`src/rtl/core/assert_macros.svh`:
```
`ifndef ASSERT_MACROS_SVH
`define ASSERT_MACROS_SVH

// checked on every edge outside reset
`define RC5_ASSERT(lbl, prop, msg) \
  lbl: assert property (@(posedge clk) disable iff (!rst_n) prop) else $error(msg);

// checked on every edge, reset included
`define RC5_ASSERT_ALWAYS(lbl, prop, msg) \
  lbl: assert property (@(posedge clk) prop) else $error(msg);

`endif

```
`src/rtl/core/rc5_pkg.sv`:
```
`default_nettype none
package rc5_pkg;

  localparam int ROUNDS_MAX    = 32;
  localparam int KEY_BYTES_MAX = 64;
  localparam int TAB_DEPTH     = 2 * (ROUNDS_MAX + 1);
  localparam int TAB_AW        = $clog2(TAB_DEPTH);
  localparam int KW_DEPTH      = (KEY_BYTES_MAX + 3) / 4;
  localparam int KW_AW         = $clog2(KW_DEPTH);
  localparam int KLEN_W        = $clog2(KEY_BYTES_MAX + 1);
  localparam int C_W           = $clog2(KW_DEPTH + 1);
  localparam int PASS_W        = $clog2(3 * TAB_DEPTH + 1);
  localparam int RC_W          = 6;
  localparam int CFG_AW        = 3;

  localparam logic [31:0] MAGIC_P = 32'hb7e15163;
  localparam logic [31:0] MAGIC_Q = 32'h9e3779b9;

  localparam logic [RC_W-1:0] RC_RESET = RC_W'(12);
  localparam logic [CFG_AW-3:0] REG_ROUNDS = '0;

  typedef logic [31:0] word_t;

  typedef enum logic [1:0] {
    OP_KEY = 2'd0,
    OP_FIN = 2'd1,
    OP_ENC = 2'd2,
    OP_DEC = 2'd3
  } op_t;

  typedef enum logic [2:0] {
    ST_IDLE,
    ST_INIT,
    ST_MIX_RD,
    ST_MIX_A,
    ST_MIX_B,
    ST_CRYPT_RD,
    ST_CRYPT,
    ST_DONE
  } state_t;

  typedef struct packed {
    logic              append;
    logic              load_blk;
    logic              fin_start;
    logic              init_wr;
    logic              rd_en;
    logic              mix_a;
    logic              mix_b;
    logic              crypt_step;
    logic              dec;
    logic              fin;
    logic              out_load;
    logic [TAB_AW-1:0] idx;
    logic [TAB_AW-1:0] ra;
    logic [KW_AW-1:0]  j;
  } cmd_t;

  typedef struct packed {
    logic [C_W-1:0] c;
    logic           out_busy;
  } stat_t;

  function automatic word_t rotl(input word_t x, input logic [4:0] n);
    logic [63:0] d;
    d = {x, x} << n;
    return d[63:32];
  endfunction

  function automatic word_t rotr(input word_t x, input logic [4:0] n);
    logic [63:0] d;
    d = {x, x} >> n;
    return d[31:0];
  endfunction

endpackage
`default_nettype wire

```
`src/rtl/core/rc5_ram.sv`:
```
`default_nettype none
module rc5_ram #(
  parameter int WIDTH = 32,
  parameter int DEPTH = 64
) (
  input  wire                     clk,
  input  wire                     we,
  input  wire [$clog2(DEPTH)-1:0] waddr,
  input  wire [WIDTH-1:0]         wdata,
  input  wire                     re,
  input  wire [$clog2(DEPTH)-1:0] raddr,
  output logic [WIDTH-1:0]        rdata
);

  logic [WIDTH-1:0] mem [DEPTH];

  always_ff @(posedge clk) begin
    if (we) begin
      mem[waddr] <= wdata;
    end
    if (re) begin
      rdata <= mem[raddr];
    end
  end

endmodule
`default_nettype wire

```
`src/rtl/core/rc5_dp.sv`:
```
`default_nettype none
module rc5_dp (
  input  wire                  clk,
  input  wire                  rst_n,
  input  rc5_pkg::cmd_t        cmd,
  input  wire [7:0]            key_byte,
  input  wire [31:0]           blk_a,
  input  wire [31:0]           blk_b,
  input  wire                  out_ready,
  output logic                 out_valid,
  output logic [31:0]          out_a,
  output logic [31:0]          out_b,
  output logic                 out_status,
  output rc5_pkg::stat_t       stat
);

  rc5_pkg::word_t a_r, a_nxt, b_r, b_nxt, val_r;
  rc5_pkg::word_t kw_r [rc5_pkg::KW_DEPTH];
  logic [rc5_pkg::KLEN_W-1:0] klen_r;
  logic                       trunc_r;
  logic [rc5_pkg::TAB_DEPTH-1:0] valid_r;
  logic                       rdv_r;
  logic                       out_valid_r;
  rc5_pkg::word_t out_a_r, out_b_r;
  logic                       out_status_r;

  rc5_pkg::word_t q, sdata, a_mix, ab, b_mix, wdata;
  logic           we, low_idx, odd_idx;

  assign we    = cmd.init_wr || cmd.mix_a;
  assign wdata = cmd.init_wr ? val_r : a_mix;

  rc5_ram #(
    .WIDTH(32),
    .DEPTH(rc5_pkg::TAB_DEPTH)
  ) u_tab (
    .clk  (clk),
    .we   (we),
    .waddr(cmd.idx),
    .wdata(wdata),
    .re   (cmd.rd_en),
    .raddr(cmd.ra),
    .rdata(q)
  );

  // entries never written read as zero
  assign sdata = rdv_r ? q : '0;
  assign a_mix = rc5_pkg::rotl(sdata + a_r + b_r, 5'd3);
  assign ab    = a_r + b_r;
  assign b_mix = rc5_pkg::rotl(kw_r[cmd.j] + ab, ab[4:0]);

  assign low_idx = (cmd.idx[rc5_pkg::TAB_AW-1:1] == '0);
  assign odd_idx = cmd.idx[0];

  always_comb begin
    a_nxt = a_r;
    b_nxt = b_r;
    if (cmd.load_blk) begin
      a_nxt = blk_a;
      b_nxt = blk_b;
    end else if (cmd.fin_start) begin
      a_nxt = '0;
      b_nxt = '0;
    end else if (cmd.mix_a) begin
      a_nxt = a_mix;
    end else if (cmd.mix_b) begin
      b_nxt = b_mix;
    end else if (cmd.crypt_step) begin
      if (!cmd.dec) begin
        if (low_idx && !odd_idx) begin
          a_nxt = a_r + sdata;
        end else if (low_idx) begin
          b_nxt = b_r + sdata;
        end else if (!odd_idx) begin
          a_nxt = rc5_pkg::rotl(a_r ^ b_r, b_r[4:0]) + sdata;
        end else begin
          b_nxt = rc5_pkg::rotl(b_r ^ a_r, a_r[4:0]) + sdata;
        end
      end else begin
        if (low_idx && !odd_idx) begin
          a_nxt = a_r - sdata;
        end else if (low_idx) begin
          b_nxt = b_r - sdata;
        end else if (!odd_idx) begin
          a_nxt = rc5_pkg::rotr(a_r - sdata, b_r[4:0]) ^ b_r;
        end else begin
          b_nxt = rc5_pkg::rotr(b_r - sdata, a_r[4:0]) ^ a_r;
        end
      end
    end
  end

  always_ff @(posedge clk) begin
    a_r <= a_nxt;
    b_r <= b_nxt;
    if (cmd.fin_start) begin
      val_r <= rc5_pkg::MAGIC_P;
    end else if (cmd.init_wr) begin
      val_r <= val_r + rc5_pkg::MAGIC_Q;
    end
    if (cmd.rd_en) begin
      rdv_r <= valid_r[cmd.ra];
    end
    if (cmd.out_load) begin
      out_a_r      <= cmd.fin ? '0 : a_r;
      out_b_r      <= cmd.fin ? '0 : b_r;
      out_status_r <= cmd.fin & trunc_r;
    end
  end

  always_ff @(posedge clk) begin
    if (!rst_n) begin
      valid_r <= '0;
    end else if (we) begin
      valid_r[cmd.idx] <= 1'b1;
    end
  end

  always_ff @(posedge clk) begin
    if (!rst_n) begin
      for (int n = 0; n < rc5_pkg::KW_DEPTH; n++) begin
        kw_r[n] <= '0;
      end
      klen_r  <= '0;
      trunc_r <= 1'b0;
    end else if (cmd.out_load && cmd.fin) begin
      // key store starts afresh after expansion
      for (int n = 0; n < rc5_pkg::KW_DEPTH; n++) begin
        kw_r[n] <= '0;
      end
      klen_r  <= '0;
      trunc_r <= 1'b0;
    end else if (cmd.mix_b) begin
      kw_r[cmd.j] <= b_mix;
    end else if (cmd.append) begin
      if (klen_r < rc5_pkg::KLEN_W'(rc5_pkg::KEY_BYTES_MAX)) begin
        kw_r[klen_r[rc5_pkg::KW_AW+1:2]] <= kw_r[klen_r[rc5_pkg::KW_AW+1:2]]
                                            | ({24'b0, key_byte} << {klen_r[1:0], 3'b000});
        klen_r <= klen_r + rc5_pkg::KLEN_W'(1);
      end else begin
        trunc_r <= 1'b1;
      end
    end
  end

  always_ff @(posedge clk) begin
    if (!rst_n) begin
      out_valid_r <= 1'b0;
    end else if (cmd.out_load) begin
      out_valid_r <= 1'b1;
    end else if (out_ready) begin
      out_valid_r <= 1'b0;
    end
  end

  assign stat.c        = (klen_r == '0) ? rc5_pkg::C_W'(1)
                         : rc5_pkg::C_W'((klen_r + rc5_pkg::KLEN_W'(3)) >> 2);
  assign stat.out_busy = out_valid_r && !out_ready;

  assign out_valid  = out_valid_r;
  assign out_a      = out_a_r;
  assign out_b      = out_b_r;
  assign out_status = out_status_r;

endmodule
`default_nettype wire

```
`config.mk`:
```
export PLATFORM = sky130hd
export DESIGN_NAME = rc5_dp
export DESIGN_NICKNAME = d
export VERILOG_FILES = /design/src/rtl/core/assert_macros.svh /design/src/rtl/core/rc5_pkg.sv /design/src/rtl/core/rc5_ram.sv /design/src/rtl/core/rc5_dp.sv
export SDC_FILE = /design/constraint.sdc
export NUM_CORES = 2
export LEC_CHECK = 0
export BUFFER_PORTS_ARGS = -buffer_cell sky130_fd_sc_hd__buf_2
export CORE_AREA = 2 2 477 479
export CTS_CLUSTER_DIAMETER = 80
export DETAILED_ROUTE_END_ITERATION = 16
export DIE_AREA = 0 0 479 481
export PLACE_DENSITY = 0.81
export SETUP_SLACK_MARGIN = 0.02
export SYNTH_ARGS = -nofsm -noshare
export SYNTH_HDL_FRONTEND = slang
export SYNTH_HIERARCHICAL = 1
export SYNTH_SLANG_ARGS = --single-unit
export TNS_END_PERCENT = 1
```
`constraint.sdc`:
```
create_clock -name clk -period 17.8 [get_ports clk]
set_input_delay 3.56 -clock clk [delete_from_list [all_inputs] [get_ports clk]]
set_output_delay 3.56 -clock clk [all_outputs]
set_load 0.1 [all_outputs]
```
==> reports/qor.tcl <==
set qor(run_status) {complete, no violations}
set qor(worstSetupStartpointType) {input pin}
set qor(cp_num_buf_inv) 2
set qor(slew_headroom_pct) 7.72
set qor(die_y_um) 481
set qor(synth_async_sr_flop_share_pct) 0
set qor(clock_latency_ns) 1.01
set qor(tritoncts) {yes}
set qor(final_cell_count_no_fill) 13500
set qor(worstPathArrival_ns) 11.26
set qor(wl_per_cell_um) 40.0
set qor(clk_pin_slew_worst_paths_ns) 0.06
set qor(die_area_sq_mm) 0.230
set qor(post-dp-hpwl_mm) 315
set qor(clock_sinks) 2897
set qor(required_ns) 18.63
set qor(core-area_sq_mm) 0.226
set qor(placement.io_buffers) 175
set qor(fin_ws_ns) 7.37
set qor(drt-total-wl_mm) 539
set qor(power.density_cell_area_mw_per_mm2) 213
set qor(fillCellCount) 13800
set qor(postRouteAntennaNets) 0
set qor(flow.area_growth_from_synthesis_pct) 9.58
set qor(post-place-cells) 12900
set qor(global_route.usage.total_pct) 46.4
set qor(drc) 0
set qor(cp_slowest_stage_delay_ns) 0.88
set qor(area_of_the_mapped_netlist_sq_mm) 0.145
set qor(synth_seq_area_share_pct) 59.0
set qor(floorplan.rows) 175
set qor(synth_flop_cell) {sky130_fd_sc_hd__edfxtp_1}
set qor(finalSetupViolCount) 0
set qor(max_clock_freq_mhz) 95.9
set qor(post_cts.repair.setup_buffers) 0
set qor(synthDominantAreaCellType) {sky130_fd_sc_hd__edfxtp_1}
set qor(vias_per_cell) 7.69
set qor(fin_worst_skew_ns) 0.0944
set qor(final-max-slew-violation-count) 0
set qor(htree_levels) 5
set qor(gpl.final_weighted_congestion) 1.07
set qor(initial_utilization_pct) 64.4
set qor(nNetsFinal) 10600
set qor(count_of_flip_flops_with_a_built_in_enable_after_synthesis) 2786
set qor(detailroute.via_count) 103000
set qor(cp_cell_sequence) {buf_4 > buf_4 > mux4_2 > mux4_2 > ha_1 > nand4_1 > nor2_2 > nand2_1 > o31ai_1 > o21ai_0 > or3_1 > o311ai_0 > mux2i_1 > nand3_1 > o211ai_1 > o21ai_0 > a21oi_1 > nor2_1}
set qor(synth.lib_cells_used.distinct) 109
set qor(postCtsResizedCells) 0
set qor(netlist_instances) 10100
set qor(proportion_of_layout_cells_with_a_drive_suffix_above_1_pct) 20.9
set qor(cp_top_family) {compound AO/OA/AOI/OAI gates}
set qor(synthesis.nets) 10500
set qor(critical_path_class) {in2reg}
set qor(grt_overflow_total) 0
set qor(via_count_of_the_first_global_routing_pass) 100000
set qor(global_route_wire_length_before_repair_mm) 748
set qor(first_iter_violations) 19000
set qor(max-vdd-ir-drop_mv) 0.237
set qor(utilization_pct) 70.6
set qor(post_cts_hold_buffer_count) 0
set qor(detailedPlace.worstSlack_ns) 6.72
set qor(die_x_um) 479
set qor(ios) 176
set qor(syn_area_per_cell_sq_um) 14.4
set qor(clockRootBuffer) {sky130_fd_sc_hd__clkbuf_16}
set qor(yosys-top-cells-area) {sky130_fd_sc_hd__edfxtp_1 (58%), sky130_fd_sc_hd__mux4_2 (14%), sky130_fd_sc_hd__mux2i_1 (2.5%), sky130_fd_sc_hd__nor2_1 (2.5%), sky130_fd_sc_hd__ha_1 (2.2%)}
set qor(grt_setup_unrepaired) {false}
set qor(drt_first_pass_iters) 9
set qor(worst-slew-pin-transition_ns) 1.38
set qor(netlist.area_leader.share_pct) 57.5
set qor(final_min_period_over_clock_period_pct) 58.6
set qor(clock_tree.buffer_depth) 4
set qor(grt_start_max_net_pins) 126
set qor(p_leak_nw) 54.7
set qor(cp_slowest_cell) {sky130_fd_sc_hd__o21ai_0}
set qor(critical_path_peak_fanout) 64
set qor(synth.yosys.warnings) 6
set qor(setup_tns_after_final_layout_ns) 0
set qor(cts_made_buffers) 302
set qor(hold_viol_final) 0
set qor(drv_cap) 0
set qor(ys_ff_latch) 2897
set qor(hold_path_class) {reg2reg}
set qor(minimum_clock_period_ns) 10.43
set qor(end_kind) {register}
set qor(number_of_antenna_violations_at_the_first_check_in_global_routing) 43
[metal layers]
| layer | GRT usage (%) | vias up | wire length, um |
|---|---|---|---|
| met5 | 0.104 | - | 377 |
| met4 | 34.2 | 42 | 50000 |
| met3 | 15.6 | 2637 | 84100 |
| met2 | 68.0 | 10300 | 234000 |
| met1 | 58.1 | 50400 | 170000 |
| li1 | - | 40100 | - |
[cell families (layout without fill, tap and decap cells)]
| family | count (synthesis) | count (layout) | synth area share [%] |
|---|---|---|---|
| DFF | 2897 | 2897 | 59.0 |
| and+or+nand+nor | 2510 | 2510 | 7.73 |
| AOI/OAI and AO/OA | 1873 | 1873 | 8.58 |
| muxes | 1442 | 1442 | 18.0 |
| buffers and inverters | 847 | 1133 | 2.56 |
| xor gates and xnor gates | 301 | 301 | 1.81 |
| adders and majority gates | 260 | 260 | 2.28 |
| other | 0 | 33 | 0 |
[final cells by class]
cell class,count,area (sq um),area share (%)
Antenna cell,33,82.6,0.0518
Clock buffer,371,8000,5.02
Clock inverter,148,1280,0.804
Inverter,151,567,0.356
Multi-Input combinational cell,6386,56700,35.6
Sequential cell,2897,85900,53.9
Tap cell,3009,3760,2.36
Timing Repair Buffer,463,3160,1.98
[where the power goes]
part / internal [W] / leakage, nW / total (W) / switching, W
Clock: 0.00348 / 4.54 / 0.00624 / 0.00276
Sequential: 0.00915 / 27.1 / 0.00939 / 0.000240
Combinational: 0.00534 / 23.0 / 0.0183 / 0.0130
[through the flow]
stage	power (W)	hold slack [ns]	cell area [sq um]
2_1_floorplan	0.0208	0.428	145000
3_3_place_gp	0.0265	0.440	150000
3_5_place_dp	0.0268	0.448	150000
4_1_cts	0.0331	0.465	159000
5_1_grt	0.0348	0.479	159000
6_report	0.0340	0.463	159000
[synthesized netlist by cell type, drive strengths merged, types with 23 or more instances]
library cell / n
nand3: 139
nor2b: 136
clkbuf: 399
xor2: 134
a2111oi: 23
and2: 41
buf: 297
nand2: 726
nor3: 188
and3: 37
dfxtp: 111
ha: 252
a211oi: 111
xnor2: 167
o21a: 109
o22ai: 100
mux2i: 362
nor2: 962
o21ai: 366
or2: 42
a221o: 27
or3: 42
mux2: 155
o31ai: 34
mux4: 925
edfxtp: 2786
nand4: 44
a32oi: 23
nor4: 29
a22oi: 74
a31oi: 47
a21o: 107
a21oi: 463
nand2b: 58
o211ai: 69
o21bai: 40
inv: 150
o221ai: 33
[cells in the final DEF (no fill, tap or decap), types with 39 or more instances in the layout]
| cell type | n |
|---|---|
| sky130_fd_sc_hd__o21ai_1 | 42 |
| sky130_fd_sc_hd__mux2_2 | 155 |
| sky130_fd_sc_hd__o21bai_1 | 39 |
| sky130_fd_sc_hd__inv_1 | 140 |
| sky130_fd_sc_hd__a211oi_1 | 110 |
| sky130_fd_sc_hd__o21a_1 | 109 |
| sky130_fd_sc_hd__nand4_1 | 44 |
| sky130_fd_sc_hd__clkinv_2 | 40 |
| sky130_fd_sc_hd__o22ai_1 | 99 |
| sky130_fd_sc_hd__nand3_1 | 138 |
| sky130_fd_sc_hd__buf_2 | 168 |
| sky130_fd_sc_hd__clkbuf_16 | 308 |
| sky130_fd_sc_hd__nand2b_1 | 58 |
| sky130_fd_sc_hd__nand2_1 | 696 |
| sky130_fd_sc_hd__o21ai_0 | 308 |
| sky130_fd_sc_hd__clkinv_1 | 63 |
| sky130_fd_sc_hd__nor2_4 | 65 |
| sky130_fd_sc_hd__xor2_1 | 132 |
| sky130_fd_sc_hd__dfxtp_1 | 107 |
| sky130_fd_sc_hd__nor3_1 | 181 |
| sky130_fd_sc_hd__o211ai_1 | 69 |
| sky130_fd_sc_hd__mux2i_1 | 361 |
| sky130_fd_sc_hd__a21oi_1 | 456 |
| sky130_fd_sc_hd__edfxtp_1 | 2786 |
| sky130_fd_sc_hd__or3_1 | 41 |
| sky130_fd_sc_hd__and2_1 | 41 |
| sky130_fd_sc_hd__a31oi_1 | 46 |
| sky130_fd_sc_hd__nor2_1 | 890 |
| sky130_fd_sc_hd__nor2b_1 | 136 |
| sky130_fd_sc_hd__mux4_2 | 925 |
| sky130_fd_sc_hd__ha_1 | 252 |
| sky130_fd_sc_hd__buf_4 | 285 |
| sky130_fd_sc_hd__clkbuf_1 | 57 |
| sky130_fd_sc_hd__xnor2_1 | 167 |
| sky130_fd_sc_hd__a21o_1 | 107 |
| sky130_fd_sc_hd__a22oi_1 | 74 |
[flip-flops by register name, indices dropped and copies added (netlist names), named ones only]
register / count
klen_r: 7
valid_r: 66
out_b: 32
out_valid: 1
val_r: 32
b_r: 32
u_tab/mem: 2112
u_tab/rdata: 32
out_a: 32
kw_r: 512
rdv_r: 1
a_r: 32
out_status: 1
trunc_r: 1
[path summary, 6_finish.rpt]
path	cells after the start	slack, ns	to	startpoint
max	18	7.37	kw_r[14][7]	cmd[1]
min	1	0.46	valid_r[39]	valid_r[39]
max reg2reg	30	8.27	kw_r[3][0]	a_r[0]
min reg2reg	1	0.46	valid_r[39]	valid_r[39]
[worst register-to-register path: cells and delay by family, from the launching register on]
family	cells	cell delay, ns
compound gates	17	4.70
xor+xnor	1	0.48
fa+ha+maj	3	1.13
buf+inv	2	0.55
flops	1	0.33
mux	1	0.12
simple gates	6	2.11
(Power assumes the default switching activity.)
