### config.mk
export PLATFORM = sky130hd
export DESIGN_NAME = rc5_ctrl
export DESIGN_NICKNAME = d
export VERILOG_FILES = /design/src/rtl/core/assert_macros.svh /design/src/rtl/core/rc5_pkg.sv /design/src/rtl/core/rc5_ctrl.sv
export SDC_FILE = /design/constraint.sdc
export NUM_CORES = 1
export LEC_CHECK = 0
export ABC_AREA = 1
export BUFFER_PORTS_ARGS = -buffer_cell sky130_fd_sc_hd__buf_2
export CORE_ASPECT_RATIO = 1.5
export CORE_UTILIZATION = 52
export DETAILED_ROUTE_END_ITERATION = 16
export PLACE_DENSITY = 0.8
export SLEW_MARGIN = 15
export SYNTH_ARGS = -nofsm -noshare
export SYNTH_HDL_FRONTEND = slang
export SYNTH_SLANG_ARGS = --single-unit
### constraint.sdc
create_clock -name clk -period 3.8 [get_ports clk]
set_clock_uncertainty 0.2 [all_clocks]
set_input_delay 0.38 -clock clk [delete_from_list [all_inputs] [get_ports clk]]
set_output_delay 0.38 -clock clk [all_outputs]
set_load 0.01 [all_outputs]
### src/rtl/core/assert_macros.svh
`ifndef ASSERT_MACROS_SVH
`define ASSERT_MACROS_SVH

// checked on every edge outside reset
`define RC5_ASSERT(lbl, prop, msg) \
  lbl: assert property (@(posedge clk) disable iff (!rst_n) prop) else $error(msg);

// checked on every edge, reset included
`define RC5_ASSERT_ALWAYS(lbl, prop, msg) \
  lbl: assert property (@(posedge clk) prop) else $error(msg);

`endif

### src/rtl/core/rc5_pkg.sv
`default_nettype none
package rc5_pkg;

  localparam int ROUNDS_MAX    = 32;
  localparam int KEY_BYTES_MAX = 64;
  localparam int TAB_DEPTH     = 2 * (ROUNDS_MAX + 1);
  localparam int TAB_AW        = $clog2(TAB_DEPTH);
  localparam int KW_DEPTH      = (KEY_BYTES_MAX + 3) / 4;
  localparam int KW_AW         = $clog2(KW_DEPTH);
  localparam int KLEN_W        = $clog2(KEY_BYTES_MAX + 1);
  localparam int C_W           = $clog2(KW_DEPTH + 1);
  localparam int PASS_W        = $clog2(3 * TAB_DEPTH + 1);
  localparam int RC_W          = 6;
  localparam int CFG_AW        = 3;

  localparam logic [31:0] MAGIC_P = 32'hb7e15163;
  localparam logic [31:0] MAGIC_Q = 32'h9e3779b9;

  localparam logic [RC_W-1:0] RC_RESET = RC_W'(12);
  localparam logic [CFG_AW-3:0] REG_ROUNDS = '0;

  typedef logic [31:0] word_t;

  typedef enum logic [1:0] {
    OP_KEY = 2'd0,
    OP_FIN = 2'd1,
    OP_ENC = 2'd2,
    OP_DEC = 2'd3
  } op_t;

  typedef enum logic [2:0] {
    ST_IDLE,
    ST_INIT,
    ST_MIX_RD,
    ST_MIX_A,
    ST_MIX_B,
    ST_CRYPT_RD,
    ST_CRYPT,
    ST_DONE
  } state_t;

  typedef struct packed {
    logic              append;
    logic              load_blk;
    logic              fin_start;
    logic              init_wr;
    logic              rd_en;
    logic              mix_a;
    logic              mix_b;
    logic              crypt_step;
    logic              dec;
    logic              fin;
    logic              out_load;
    logic [TAB_AW-1:0] idx;
    logic [TAB_AW-1:0] ra;
    logic [KW_AW-1:0]  j;
  } cmd_t;

  typedef struct packed {
    logic [C_W-1:0] c;
    logic           out_busy;
  } stat_t;

  function automatic word_t rotl(input word_t x, input logic [4:0] n);
    logic [63:0] d;
    d = {x, x} << n;
    return d[63:32];
  endfunction

  function automatic word_t rotr(input word_t x, input logic [4:0] n);
    logic [63:0] d;
    d = {x, x} >> n;
    return d[31:0];
  endfunction

endpackage
`default_nettype wire

### src/rtl/core/rc5_ctrl.sv
`default_nettype none
module rc5_ctrl (
  input  wire                         clk,
  input  wire                         rst_n,
  input  wire                         in_valid,
  input  rc5_pkg::op_t                in_op,
  input  wire [rc5_pkg::RC_W-1:0]     rounds,
  input  rc5_pkg::stat_t              stat,
  output logic                        in_ready,
  output rc5_pkg::cmd_t               cmd
);

  rc5_pkg::state_t state_r, state_nxt;
  logic [rc5_pkg::TAB_AW-1:0] k_r, k_nxt;
  logic [rc5_pkg::KW_AW-1:0]  j_r, j_nxt;
  logic [rc5_pkg::PASS_W-1:0] pass_r, pass_nxt;
  logic                       fin_r, fin_nxt;
  logic                       dec_r, dec_nxt;

  logic [rc5_pkg::TAB_AW-1:0] t_cnt, last_idx, mx, i_next, first_idx;
  logic [rc5_pkg::PASS_W-1:0] pass_last;
  logic [rc5_pkg::KW_AW-1:0]  j_next;
  logic                       crypt_last, mix_last;

  // t = 2*(r+1), passes = 3*max(t,c)
  assign t_cnt     = rc5_pkg::TAB_AW'({rounds, 1'b0}) + rc5_pkg::TAB_AW'(2);
  assign last_idx  = t_cnt - rc5_pkg::TAB_AW'(1);
  assign mx        = (t_cnt >= rc5_pkg::TAB_AW'(stat.c)) ? t_cnt : rc5_pkg::TAB_AW'(stat.c);
  assign pass_last = rc5_pkg::PASS_W'({mx, 1'b0}) + rc5_pkg::PASS_W'(mx)
                     - rc5_pkg::PASS_W'(1);
  assign i_next    = (k_r == last_idx) ? '0 : k_r + rc5_pkg::TAB_AW'(1);
  assign j_next    = (rc5_pkg::C_W'(j_r) + rc5_pkg::C_W'(1) == stat.c) ? '0
                     : j_r + rc5_pkg::KW_AW'(1);
  assign first_idx = dec_r ? last_idx : '0;
  assign crypt_last = dec_r ? (k_r == '0) : (k_r == last_idx);
  assign mix_last   = (pass_r == pass_last);

  always_ff @(posedge clk) begin
    if (!rst_n) begin
      state_r <= rc5_pkg::ST_IDLE;
      k_r     <= '0;
      j_r     <= '0;
      pass_r  <= '0;
      fin_r   <= 1'b0;
      dec_r   <= 1'b0;
    end else begin
      state_r <= state_nxt;
      k_r     <= k_nxt;
      j_r     <= j_nxt;
      pass_r  <= pass_nxt;
      fin_r   <= fin_nxt;
      dec_r   <= dec_nxt;
    end
  end

  always_comb begin
    state_nxt = state_r;
    case (state_r)
      rc5_pkg::ST_IDLE: begin
        if (in_valid) begin
          case (in_op)
            rc5_pkg::OP_FIN: state_nxt = rc5_pkg::ST_INIT;
            rc5_pkg::OP_ENC, rc5_pkg::OP_DEC: state_nxt = rc5_pkg::ST_CRYPT_RD;
            default: state_nxt = rc5_pkg::ST_IDLE;
          endcase
        end
      end
      rc5_pkg::ST_INIT: begin
        if (k_r == last_idx) begin
          state_nxt = rc5_pkg::ST_MIX_RD;
        end
      end
      rc5_pkg::ST_MIX_RD: state_nxt = rc5_pkg::ST_MIX_A;
      rc5_pkg::ST_MIX_A:  state_nxt = rc5_pkg::ST_MIX_B;
      rc5_pkg::ST_MIX_B:  state_nxt = mix_last ? rc5_pkg::ST_DONE : rc5_pkg::ST_MIX_A;
      rc5_pkg::ST_CRYPT_RD: state_nxt = rc5_pkg::ST_CRYPT;
      rc5_pkg::ST_CRYPT: begin
        if (crypt_last) begin
          state_nxt = rc5_pkg::ST_DONE;
        end
      end
      rc5_pkg::ST_DONE: begin
        if (!stat.out_busy) begin
          state_nxt = rc5_pkg::ST_IDLE;
        end
      end
      default: state_nxt = rc5_pkg::ST_IDLE;
    endcase
  end

  always_comb begin
    in_ready = 1'b0;
    cmd      = '0;
    cmd.idx  = k_r;
    cmd.ra   = k_r;
    cmd.j    = j_r;
    cmd.dec  = dec_r;
    cmd.fin  = fin_r;
    case (state_r)
      rc5_pkg::ST_IDLE: begin
        in_ready = 1'b1;
        if (in_valid) begin
          cmd.append    = (in_op == rc5_pkg::OP_KEY);
          cmd.fin_start = (in_op == rc5_pkg::OP_FIN);
          cmd.load_blk  = (in_op == rc5_pkg::OP_ENC) || (in_op == rc5_pkg::OP_DEC);
        end
      end
      rc5_pkg::ST_INIT:   cmd.init_wr = 1'b1;
      rc5_pkg::ST_MIX_RD: cmd.rd_en   = 1'b1;
      rc5_pkg::ST_MIX_A:  cmd.mix_a   = 1'b1;
      rc5_pkg::ST_MIX_B: begin
        cmd.mix_b = 1'b1;
        cmd.rd_en = !mix_last;
        cmd.ra    = i_next;
      end
      rc5_pkg::ST_CRYPT_RD: begin
        cmd.rd_en = 1'b1;
        cmd.ra    = first_idx;
      end
      rc5_pkg::ST_CRYPT: begin
        cmd.crypt_step = 1'b1;
        cmd.rd_en      = !crypt_last;
        cmd.ra         = dec_r ? k_r - rc5_pkg::TAB_AW'(1) : k_r + rc5_pkg::TAB_AW'(1);
      end
      rc5_pkg::ST_DONE: cmd.out_load = !stat.out_busy;
      default: ;
    endcase
  end

  always_comb begin
    k_nxt    = k_r;
    j_nxt    = j_r;
    pass_nxt = pass_r;
    fin_nxt  = fin_r;
    dec_nxt  = dec_r;
    case (state_r)
      rc5_pkg::ST_IDLE: begin
        if (in_valid) begin
          fin_nxt  = (in_op == rc5_pkg::OP_FIN);
          dec_nxt  = (in_op == rc5_pkg::OP_DEC);
          k_nxt    = '0;
          j_nxt    = '0;
          pass_nxt = '0;
        end
      end
      rc5_pkg::ST_INIT: k_nxt = i_next;
      rc5_pkg::ST_MIX_B: begin
        k_nxt    = i_next;
        j_nxt    = j_next;
        pass_nxt = pass_r + rc5_pkg::PASS_W'(1);
      end
      rc5_pkg::ST_CRYPT_RD: k_nxt = first_idx;
      rc5_pkg::ST_CRYPT: begin
        if (!crypt_last) begin
          k_nxt = cmd.ra;
        end
      end
      default: ;
    endcase
  end

endmodule
`default_nettype wire

==> results.py, run 1 <==
metrics = {
    "finish": {
        "fin_util_pct": 75.0,
        "fin_area_um2": 3940,
        "layout.cells.non_filler": 640,
        "post_route_cells_drive_above_1_share_pct": 29.9,
        "synthToLayoutAreaGrowth_pct": 35.8,
        "antenna_cells": 0,
        "final_net_count": 612,
    },
    "clocking": {
        "tritoncts": "built",
        "clk_path_buf_depth": 2,
        "tritoncts.num_buffers": 3,
        "cts.reportedPaths.clkPinSlew_ns": 0.09,
        "tritoncts_num_sinks": 24,
        "cts-root-buf": "sky130_fd_sc_hd__clkbuf_8",
        "worstSkewPairLatency_ns": 0.28,
        "cts.hold.buffers_added": 0,
        "cts_htree_levels": 1,
    },
    "min_path": {
        "timing.hold.worst.class": "in2reg",
    },
    "synthesis": {
        "synth_edf_count": 0,
        "cell_area_after_synthesis_um2": 2900,
        "syn-num-nets": 518,
        "portion_of_the_post_synthesis_area_used_by_sequential_elements_pct": 16.6,
        "postSynth.asyncResetShare_pct": 0,
        "syn_inst": 479,
        "netlist-cell-type-count": 42,
        "post_synth.cell_area_avg_um2": 6.05,
        "synth.top_cells.by_area": "sky130_fd_sc_hd__dfxtp_1, sky130_fd_sc_hd__nand2_1, sky130_fd_sc_hd__ha_1, sky130_fd_sc_hd__inv_1, sky130_fd_sc_hd__nor2_1",
        "synth_largest_type_area_fraction_pct": 16.6,
        "synthesis.yosys.warnings": 0,
        "synth.ff_latch_count": 24,
        "synth_largest_area_cell": "sky130_fd_sc_hd__dfxtp_1",
        "ys_dominant_reg_cell": "sky130_fd_sc_hd__dfxtp_1",
    },
    "place": {
        "detailedPlacementHpwl_mm": 6.53,
        "placed_area_um2": 3490,
        "gp_congestion": 0.931,
        "place_worst_setup_slack_ns": -0.337,
        "placed_cells_incl_taps": 621,
        "port_buffers": 46,
    },
    "timing": {
        "period_minus_slack_ns": 4.11,
        "final_hold_viol_count": 0,
        "timing.final.ws_setup_ns": -0.309,
        "layout_worst_path_cycle_share_pct": 108,
        "setup_violations": 2,
        "drv_slew": 0,
        "slew_headroom_pct": 33.7,
        "grt_setup_unrepaired": "yes",
        "max_clock_freq_mhz": 243,
        "tightest_slew_ns": 0.991,
    },
    "critical_path": {
        "critical-path-max-stage-delay_ns": 0.28,
        "slowest_stage": "sky130_fd_sc_hd__ha_4",
        "worstSetupEndpointType": "output port",
        "critical_path_required_ns": 3.22,
        "setup.worst_path.class": "in2out",
        "worst-endpoint-arrival_ns": 3.53,
        "critPathMaxFanout": 4,
        "startpoint_type": "input port",
        "critical_path.most_common_cell": "sky130_fd_sc_hd__nand2_1",
    },
    "power": {
        "power.share.combinational_pct": 65.0,
        "power.share.switching_pct": 47.6,
        "power_share_of_the_sequential_group_pct": 20.6,
        "power_frac_clock_pct": 14.4,
        "power_leakage_uw": 0.00189,
        "power_density_nw_per_um2": 417,
        "internal_power_uw": 860,
        "max-vdd-ir-drop_mv": 0.354,
        "p_sw_uw": 781,
    },
    "floorplan": {
        "start_util_pct": 55.2,
        "design.core.area_um2": 5250,
        "num_io_pins": 47,
        "dieHeight_um": 93.4,
        "floorplan.die_area_um2": 5880,
        "die_width_um": 63.0,
        "floorplan.rows": 32,
    },
    "route": {
        "vias": 3474,
        "drc": 0,
        "drt_iter0_markers": 253,
        "detailroute.wirelength.met2_mm": 4.99,
        "wl_per_cell_um": 14.3,
        "viasPerCell": 5.43,
        "first_pass_iters": 5,
        "postRouteWirelength_mm": 9.16,
        "route.antenna.remaining_nets": 0,
        "route.layer.met1.wl_mm": 3.63,
        "routed-wl-met3_um": 294,
        "routed.top_layer": "met4",
    },
    "global_route": {
        "grt_start_max_net_pins": 20,
        "grt_pass1_vias": 3420,
        "grt_usage_pct": 30.7,
        "grt_overflow": 0,
        "wire_length_of_the_first_global_routing_pass_mm": 14.7,
        "initial_antenna_violation_count": 0,
    },
    "run_status": {
        "run_status": "finished, violations left",
        "violations": "setup timing",
    },
    "run": {
        "cap_viol_max_count": 0,
    },
}
## stage by stage
stage          hold slack, ns  total power, uW     TNS, ns
2_1_floorplan           0.245              976  -0.0000309
3_3_place_gp            0.249             1260      -0.261
3_5_place_dp            0.259             1280      -0.468
4_1_cts                 0.177             1580      -0.460
5_1_grt                 0.193             1770      -0.966
6_report                0.190             1640      -0.532
## cells by family after synthesis
logic type | synth area share [%]
adder cells (fa/ha/maj) | 9.50
XOR/XNOR | 6.30
AO/OA/AOI/OAI | 16.0
buffers and inverters | 11.7
flip-flops | 16.6
AND/OR/NAND/NOR | 39.9
## path summary, 6_finish.rpt
kind,cells past startpoint,endpoint,startpoint,slack (ns)
hold / removal,3,dec_r,in_op[0],0.19
hold reg to reg,2,fin_r,fin_r,0.28
setup / recovery,27,cmd[24],rounds[0],-0.31
setup reg to reg,10,k_r[0],state_r[2],1.25
## placed cells by master (no fill, tap or decap), types with 7 or more instances in the layout
cell / synthesis / layout
sky130_fd_sc_hd__nand2_2: 7 / 13
sky130_fd_sc_hd__o21ai_0: 21 / 20
sky130_fd_sc_hd__inv_2: 2 / 7
sky130_fd_sc_hd__buf_2: 3 / 43
sky130_fd_sc_hd__nand2_4: 5 / 7
sky130_fd_sc_hd__a21oi_1: 28 / 24
sky130_fd_sc_hd__buf_4: 2 / 46
sky130_fd_sc_hd__a31oi_1: 7 / 7
sky130_fd_sc_hd__nand3_1: 41 / 39
sky130_fd_sc_hd__inv_1: 70 / 65
sky130_fd_sc_hd__dfxtp_1: 24 / 24
sky130_fd_sc_hd__nor2_1: 56 / 52
sky130_fd_sc_hd__ha_1: 22 / 13
sky130_fd_sc_hd__nand2_1: 113 / 104
sky130_fd_sc_hd__xor2_1: 15 / 15
sky130_fd_sc_hd__nand4_1: 8 / 8
sky130_fd_sc_hd__ha_4: 0 / 8
## critical path: cells and delay by family
family | cells | cell delay [ns]
and+or+nand+nor | 14 | 1.31
adders and majority gates | 4 | 0.90
AOI/OAI and AO/OA | 2 | 0.30
buffers and inverters | 7 | 0.63
## power groups by stage
stage	clock network, uW	registers, uW	logic [uW]
after floorplan	0	333	643
after global placement	0	341	916
after detailed placement	0	343	940
after CTS	240	336	1000
after global routing	248	344	1180
final	236	338	1070
## routing by layer
layer / up-vias / global-route usage [%]
met5: - / 0
met2: 84 / 60.0
li1: 1748 / -
met4: 0 / 11.6
met1: 1616 / 32.5
met3: 26 / 3.66
## cells in the mapped netlist (2+ instances only)
master and number:
sky130_fd_sc_hd__a211oi_1 5, sky130_fd_sc_hd__a21oi_1 28, sky130_fd_sc_hd__a21oi_2 3, sky130_fd_sc_hd__a31oi_1 7, sky130_fd_sc_hd__buf_2 3, sky130_fd_sc_hd__buf_4 2
sky130_fd_sc_hd__buf_6 2, sky130_fd_sc_hd__clkbuf_1 2, sky130_fd_sc_hd__clkinv_1 2, sky130_fd_sc_hd__dfxtp_1 24, sky130_fd_sc_hd__ha_1 22, sky130_fd_sc_hd__inv_1 70
sky130_fd_sc_hd__inv_2 2, sky130_fd_sc_hd__nand2_1 113, sky130_fd_sc_hd__nand2_2 7, sky130_fd_sc_hd__nand2_4 5, sky130_fd_sc_hd__nand3_1 41, sky130_fd_sc_hd__nand3_2 3
sky130_fd_sc_hd__nand3b_1 3, sky130_fd_sc_hd__nand4_1 8, sky130_fd_sc_hd__nor2_1 56, sky130_fd_sc_hd__nor2_2 5, sky130_fd_sc_hd__nor3_1 6, sky130_fd_sc_hd__nor4_1 2
sky130_fd_sc_hd__o21ai_0 21, sky130_fd_sc_hd__o21bai_1 2, sky130_fd_sc_hd__o22ai_1 2, sky130_fd_sc_hd__or2_2 2, sky130_fd_sc_hd__xnor2_1 4, sky130_fd_sc_hd__xor2_1 15
## final cells by class
type,instances,area [um2]
Sequential cell,24,480
Timing Repair Buffer,98,687
Inverter,74,278
Tap cell,68,85.1
Multi-Input combinational cell,372,2330
Clock buffer,3,41.3
Clock inverter,1,30.0
Fill cell,404,1310
## repair_timing
action,CTS,global route
setup endpoints to repair,1,2
resized for setup,34,21
setup buffers,12,3
pin swaps,29,23
endpoints found under the hold margin,0,0
## sequential cells by signal (all words and copies together) (netlist names)
register and cells:
pass_r 8, k_r 7, j_r 4, state_r 3, dec_r 1, fin_r 1
(Power assumes the default switching activity.)
==> inputs of run 2 (changes only) <==
--- a/config.mk
+++ b/config.mk
@@ -11,6 +11,7 @@
 export CORE_UTILIZATION = 52
 export DETAILED_ROUTE_END_ITERATION = 16
 export PLACE_DENSITY = 0.8
+export SKIP_LAST_GASP = 1
 export SLEW_MARGIN = 15
 export SYNTH_ARGS = -nofsm -noshare
 export SYNTH_HDL_FRONTEND = slang
==> run 2 against run 1 <==
Net effect: the run still ends with setup timing left; first-iteration DRC count decreased by 22%; wire length increased by 0.15%; design area decreased by 0.51%; sequential cell count unchanged.
==> results.py, run 2 (synthesized netlist as in run 1, its figures left out) <==
metrics = {
    "route": {
        "drt_iter0_markers": 198,
        "route.antenna.remaining_nets": 0,
        "drc": 0,
        "first_pass_iters": 7,
        "wl_per_cell_um": 14.3,
        "vias": 3495,
        "postRouteWirelength_mm": 9.18,
        "viasPerCell": 5.46,
    },
    "clocking": {
        "tritoncts": "built",
        "cts.hold.buffers_added": 0,
        "cts_htree_levels": 1,
        "cts-root-buf": "sky130_fd_sc_hd__clkbuf_8",
        "clk_path_buf_depth": 2,
        "tritoncts_num_sinks": 24,
        "tritoncts.num_buffers": 3,
        "worstSkewPairLatency_ns": 0.28,
        "cts.reportedPaths.clkPinSlew_ns": 0.10,
    },
    "finish": {
        "post_route_cells_drive_above_1_share_pct": 29.9,
        "regMostFlops": "pass_r",
        "fill_cells": 409,
        "reg.largest.list": "pass_r (8), k_r (7), j_r (4)",
        "synthToLayoutAreaGrowth_pct": 35.1,
        "fin_util_pct": 74.6,
        "layout.cells.most_common_list": "sky130_fd_sc_hd__nand2_1, sky130_fd_sc_hd__inv_1, sky130_fd_sc_hd__nor2_1",
        "final_net_count": 612,
        "largest_register_ffs": 8,
        "antenna_cells": 0,
        "layout.cells.most_common": "sky130_fd_sc_hd__nand2_1",
    },
    "power": {
        "power_density_nw_per_um2": 420,
        "finalPower_uw": 1640,
        "power_leakage_uw": 0.00188,
        "max-vdd-ir-drop_mv": 0.373,
    },
    "timing": {
        "final_hold_viol_count": 0,
        "tightest_slew_ns": 0.988,
        "slew_headroom_pct": 33.9,
        "grt_setup_unrepaired": "yes",
        "period_minus_slack_ns": 4.10,
        "layout_worst_path_cycle_share_pct": 108,
        "timing.final.ws_setup_ns": -0.301,
        "drv_slew": 0,
        "max_clock_freq_mhz": 244,
        "setup_violations": 2,
    },
    "critical_path": {
        "critical_path_required_ns": 3.22,
        "reg2reg_setup_slack_ns": 1.20,
        "critPathMaxFanout": 4,
        "setup.worst_path.class": "in2out",
        "critical-path-max-stage-delay_ns": 0.28,
        "slowest_stage": "sky130_fd_sc_hd__ha_4",
        "startpoint_type": "input port",
        "worstSetupEndpointType": "output port",
        "worst-endpoint-arrival_ns": 3.52,
        "critical_path.most_common_cell": "sky130_fd_sc_hd__nand2_1",
    },
    "global_route": {
        "grt_overflow": 0,
        "grt_start_max_net_pins": 20,
        "grt_usage_pct": 30.7,
        "initial_antenna_violation_count": 0,
        "wire_length_of_the_first_global_routing_pass_mm": 14.7,
        "grt_pass1_vias": 3420,
        "grt-busiest-layer": "met2",
        "met1_layer_usage_reported_by_global_route_pct": 32.5,
        "groute.layer.met3.usage_pct": 3.66,
        "grt.met2_usage_pct": 60.0,
    },
    "floorplan": {
        "floorplan.die_area_um2": 5880,
        "floorplan.rows": 32,
        "start_util_pct": 55.2,
        "num_io_pins": 47,
        "design.core.area_um2": 5250,
        "dieHeight_um": 93.4,
        "die_width_um": 63.0,
    },
    "run": {
        "cap_viol_max_count": 0,
    },
    "min_path": {
        "timing.hold.worst.class": "in2reg",
    },
    "place": {
        "gp_congestion": 0.931,
        "port_buffers": 46,
        "detailedPlacementHpwl_mm": 6.53,
    },
    "run_status": {
        "violations": "setup timing",
        "run_status": "finished, violations left",
    },
}
run 2: timing repair:
item | CTS | global route
cloned | 0 | 0
buffers inserted | 12 | 3
setup endpoints to repair | 1 | 2
resized for setup | 34 | 16
hold endpoints to repair | 0 | 0
pin swaps | 29 | 23
run 2: path summary, 6_finish.rpt:
check	startpoint	end	cells after the start
min	in_op[0]	dec_r	3
max reg2reg	state_r[2]	k_r[0]	10
min reg2reg	fin_r	fin_r	2
max	rounds[0]	cmd[24]	27
run 2: final cells by class:
type | instances | area, um2 | area share, %
multi-input combinational | 372 | 2330 | 59.5
sequential | 24 | 480 | 12.3
tap | 68 | 85.1 | 2.17
clock buffer | 3 | 41.3 | 1.05
inverter | 74 | 278 | 7.09
clock inverter | 1 | 30.0 | 0.767
timing repair buffer | 98 | 672 | 17.2
run 2: stage by stage:
stage	worst slack (ns)	cells	hold slack [ns]	setup TNS (ns)	instance area, um2
after floorplan	-0.0000309	479	0.245	-0.0000309	2960
after global placement	-0.237	621	0.249	-0.261	3490
after detailed placement	-0.337	621	0.259	-0.468	3490
after CTS	-0.249	637	0.177	-0.460	3810
after global routing	-0.524	640	0.193	-1.05	3920
final	-0.301	640	0.195	-0.589	3920
run 2: critical path, delay by kind of cell:
| kind | cells | cell delay, ns |
|---|---|---|
| AO/OA/AOI/OAI | 2 | 0.29 |
| adder cells (fa/ha/maj) | 4 | 0.91 |
| buffers and inverters | 7 | 0.63 |
| AND/OR/NAND/NOR | 14 | 1.30 |
run 2: report_power, final:
| part | internal [uW] | leakage (uW) | switching, uW |
|---|---|---|---|
| clock | 141 | 0.0000357 | 98.1 |
| combinational | 434 | 0.00165 | 633 |
| sequential | 283 | 0.000195 | 54.3 |
| total | 858 | 0.00188 | 785 |
run 2: metal layers:
layer	part of all wire [%]	up-vias	routed length, um
li1	-	1747	-
met1	39	1604	3570
met2	54	112	4940
met3	3.9	32	358
met4	3.3	0	303
met5	0	-	0
==> inputs of run 3 (changes only) <==
--- a/config.mk
+++ b/config.mk
@@ -8,10 +8,9 @@
 export ABC_AREA = 1
 export BUFFER_PORTS_ARGS = -buffer_cell sky130_fd_sc_hd__buf_2
 export CORE_ASPECT_RATIO = 1.5
-export CORE_UTILIZATION = 52
+export CORE_UTILIZATION = 55
 export DETAILED_ROUTE_END_ITERATION = 16
-export PLACE_DENSITY = 0.8
-export SKIP_LAST_GASP = 1
+export PLACE_DENSITY = 0.81
 export SLEW_MARGIN = 15
 export SYNTH_ARGS = -nofsm -noshare
 export SYNTH_HDL_FRONTEND = slang
==> constraint.sdc (replaced) <==
create_clock -name clk -period 4.4 [get_ports clk]
set_clock_uncertainty 0.2 [all_clocks]
set_input_delay 0.44 -clock clk [delete_from_list [all_inputs] [get_ports clk]]
set_output_delay 0.44 -clock clk [all_outputs]
set_load 0.01 [all_outputs]
==> run 3 against run 2 <==
Net effect: worst hold slack improved by 0.048 ns; highest routed layer unchanged; setup slack improved by 0.31 ns; core utilization fell by 4.2 points; sequential power fell by 14%; largest power group unchanged; clock power fell by 34%; wire length fell by 7.6%; sequential cell count did not move; design area fell by 7.7%; final cell count fell by 5.3%; the flow now finishes without violations; first-iteration DRC count fell by 1.5%; critical path type unchanged.
==> results.py, run 3 (synthesized netlist as in run 1, its figures left out) <==
metrics = {
    "timing": {
        "slew_headroom_pct": 39.9,
        "timing.final.ws_setup_ns": 0.00886,
        "drv_slew": 0,
        "hold_ws_ns": 0.243,
        "tightest_slew_ns": 0.899,
        "final_hold_viol_count": 0,
        "layout_worst_path_cycle_share_pct": 99.8,
        "max_clock_freq_mhz": 228,
        "setup_violations": 0,
        "period_minus_slack_ns": 4.39,
    },
    "finish": {
        "reg.largest.list": "pass_r (8), k_r (7), j_r (4)",
        "largest_register_ffs": 8,
        "post_route_cells_drive_above_1_share_pct": 25.8,
        "antenna_cells": 0,
        "regMostFlops": "pass_r",
        "layout.cells.most_common_list": "sky130_fd_sc_hd__nand2_1, sky130_fd_sc_hd__inv_1, sky130_fd_sc_hd__nor2_1",
        "final_net_count": 578,
        "layout.cells.non_filler": 606,
        "layout.cells.most_common": "sky130_fd_sc_hd__nand2_1",
        "fin_area_um2": 3610,
        "synthToLayoutAreaGrowth_pct": 24.7,
    },
    "global_route": {
        "wire_length_of_the_first_global_routing_pass_mm": 12.7,
        "met1_layer_usage_reported_by_global_route_pct": 32.1,
        "grt.met2_usage_pct": 53.7,
        "grt_overflow": 0,
        "grt_usage_pct": 28.8,
        "groute.layer.met3.usage_pct": 1.86,
        "grt-busiest-layer": "met2",
        "initial_antenna_violation_count": 0,
        "grt_pass1_vias": 3042,
        "grt_start_max_net_pins": 20,
    },
    "clocking": {
        "tritoncts": "built",
        "tritoncts.num_buffers": 3,
        "clk_path_buf_depth": 2,
        "tritoncts_num_sinks": 24,
        "cts_htree_levels": 1,
        "cts-root-buf": "sky130_fd_sc_hd__clkbuf_8",
        "cts.hold.buffers_added": 0,
        "worstSkewPairLatency_ns": 0.28,
        "cts.reportedPaths.clkPinSlew_ns": 0.08,
    },
    "floorplan": {
        "dieHeight_um": 90.9,
        "floorplan.die_area_um2": 5570,
        "die_width_um": 61.3,
        "num_io_pins": 47,
        "design.core.area_um2": 5120,
        "floorplan.rows": 32,
        "start_util_pct": 56.5,
    },
    "route": {
        "drc": 0,
        "vias": 3322,
        "wl_per_cell_um": 14.0,
        "route.antenna.remaining_nets": 0,
        "drt_iter0_markers": 195,
        "postRouteWirelength_mm": 8.48,
        "viasPerCell": 5.48,
        "first_pass_iters": 4,
    },
    "critical_path": {
        "startpoint_type": "input port",
        "worst_r2r_path_depth": 12,
        "critPathMaxFanout": 9,
        "critical_path_required_ns": 3.76,
        "setup.worst_path.class": "in2out",
        "worst_setup_path_endpoint": "cmd[24]",
        "crit_path_start": "rounds[2]",
        "regToRegEndpoint": "k_r[1]",
        "reg2reg_setup_slack_ns": 2.02,
        "worstSetupEndpointType": "output port",
        "worst-endpoint-arrival_ns": 3.75,
        "r2r-start": "k_r[3]",
    },
    "power": {
        "finalPower_uw": 1300,
        "power_leakage_uw": 0.00169,
        "max-vdd-ir-drop_mv": 0.271,
        "power_density_nw_per_um2": 361,
    },
    "place": {
        "detailedPlacementHpwl_mm": 6.17,
        "place_worst_setup_slack_ns": -0.109,
        "gp_congestion": 0.920,
        "placed_area_um2": 3250,
        "port_buffers": 46,
        "placed_cells_incl_taps": 597,
    },
    "run_status": {
        "run_status": "finished clean",
    },
    "run": {
        "cap_viol_max_count": 0,
    },
    "min_path": {
        "timing.hold.worst.class": "in2reg",
    },
}
[run 3: changes by cell type in the layout (fill, tap and decap cells not counted), sizes merged]
cell | before | now
bufinv | 1 | 0
buf | 98 | 63
clkbuf | 3 | 5
[run 3: how the worst min path moves through the flow]
stage / from / endpoint / slack, ns / cells after the start
5_1_grt: rst_n / pass_r[6] / 0.26 / 2
3_3_place_gp: fin_r / fin_r / 0.25 / 2
3_5_place_dp: fin_r / fin_r / 0.26 / 2
4_1_cts: in_op[0] / dec_r / 0.24 / 3
2_1_floorplan: fin_r / fin_r / 0.25 / 2
6_report: in_op[0] / dec_r / 0.24 / 3
[run 3: timing repair]
action                                  in CTS  in global routing
pin swaps                                    0                 27
hold endpoints to repair                     0                  0
resized for setup                            5                 57
cloned                                       0                  0
setup buffers                                0                  5
endpoints found under the setup margin       1                  1
[run 3: area by class of cell]
class,instances,area [um2]
Timing Repair Buffer,64,402
Sequential cell,24,480
Clock buffer,4,55.1
Multi-Input combinational cell,372,2310
Fill cell,484,1510
Tap cell,68,85.1
Inverter,74,278
[run 3: critical path, stage by stage]
cell and delay (ns):
sky130_fd_sc_hd__buf_8 0.12, sky130_fd_sc_hd__nand3_4 0.10, sky130_fd_sc_hd__xnor2_4 0.21, sky130_fd_sc_hd__ha_4 0.24, sky130_fd_sc_hd__nand2_1 0.08, sky130_fd_sc_hd__nand2_1 0.07
sky130_fd_sc_hd__nand2_1 0.08, sky130_fd_sc_hd__nand2_1 0.08, sky130_fd_sc_hd__a21oi_4 0.25, sky130_fd_sc_hd__nand2_8 0.13, sky130_fd_sc_hd__nor2_4 0.17, sky130_fd_sc_hd__a21oi_4 0.06
sky130_fd_sc_hd__ha_1 0.29, sky130_fd_sc_hd__inv_2 0.05, sky130_fd_sc_hd__ha_4 0.24, sky130_fd_sc_hd__a21oi_2 0.13, sky130_fd_sc_hd__nor2_1 0.07, sky130_fd_sc_hd__a211oi_2 0.23
sky130_fd_sc_hd__nand2_1 0.08, sky130_fd_sc_hd__nand2_1 0.06, sky130_fd_sc_hd__nand2_1 0.04, sky130_fd_sc_hd__nor2_1 0.09, sky130_fd_sc_hd__nand3_1 0.12, sky130_fd_sc_hd__nand2_1 0.08
sky130_fd_sc_hd__nand4_1 0.08, sky130_fd_sc_hd__buf_2 0.15
[run 3: report_power, final]
part / internal [uW] / switching (uW) / total [uW]
sequential: 245 / 47.5 / 292
combinational: 329 / 525 / 854
clock: 80.1 / 76.7 / 157
total: 654 / 650 / 1300
[run 3: layer usage]
metal	up-vias	routed length, um
met3	23	319
li1	1681	-
met5	-	0
met1	1518	3370
met4	0	241
met2	100	4550
[run 3: stage by stage]
stage	TNS (ns)	util, %
2_1_floorplan	0	-
3_3_place_gp	-0.0342	63.4
3_5_place_dp	-0.109	63.4
4_1_cts	0	65.0
5_1_grt	-0.131	70.5
6_report	0	70.5
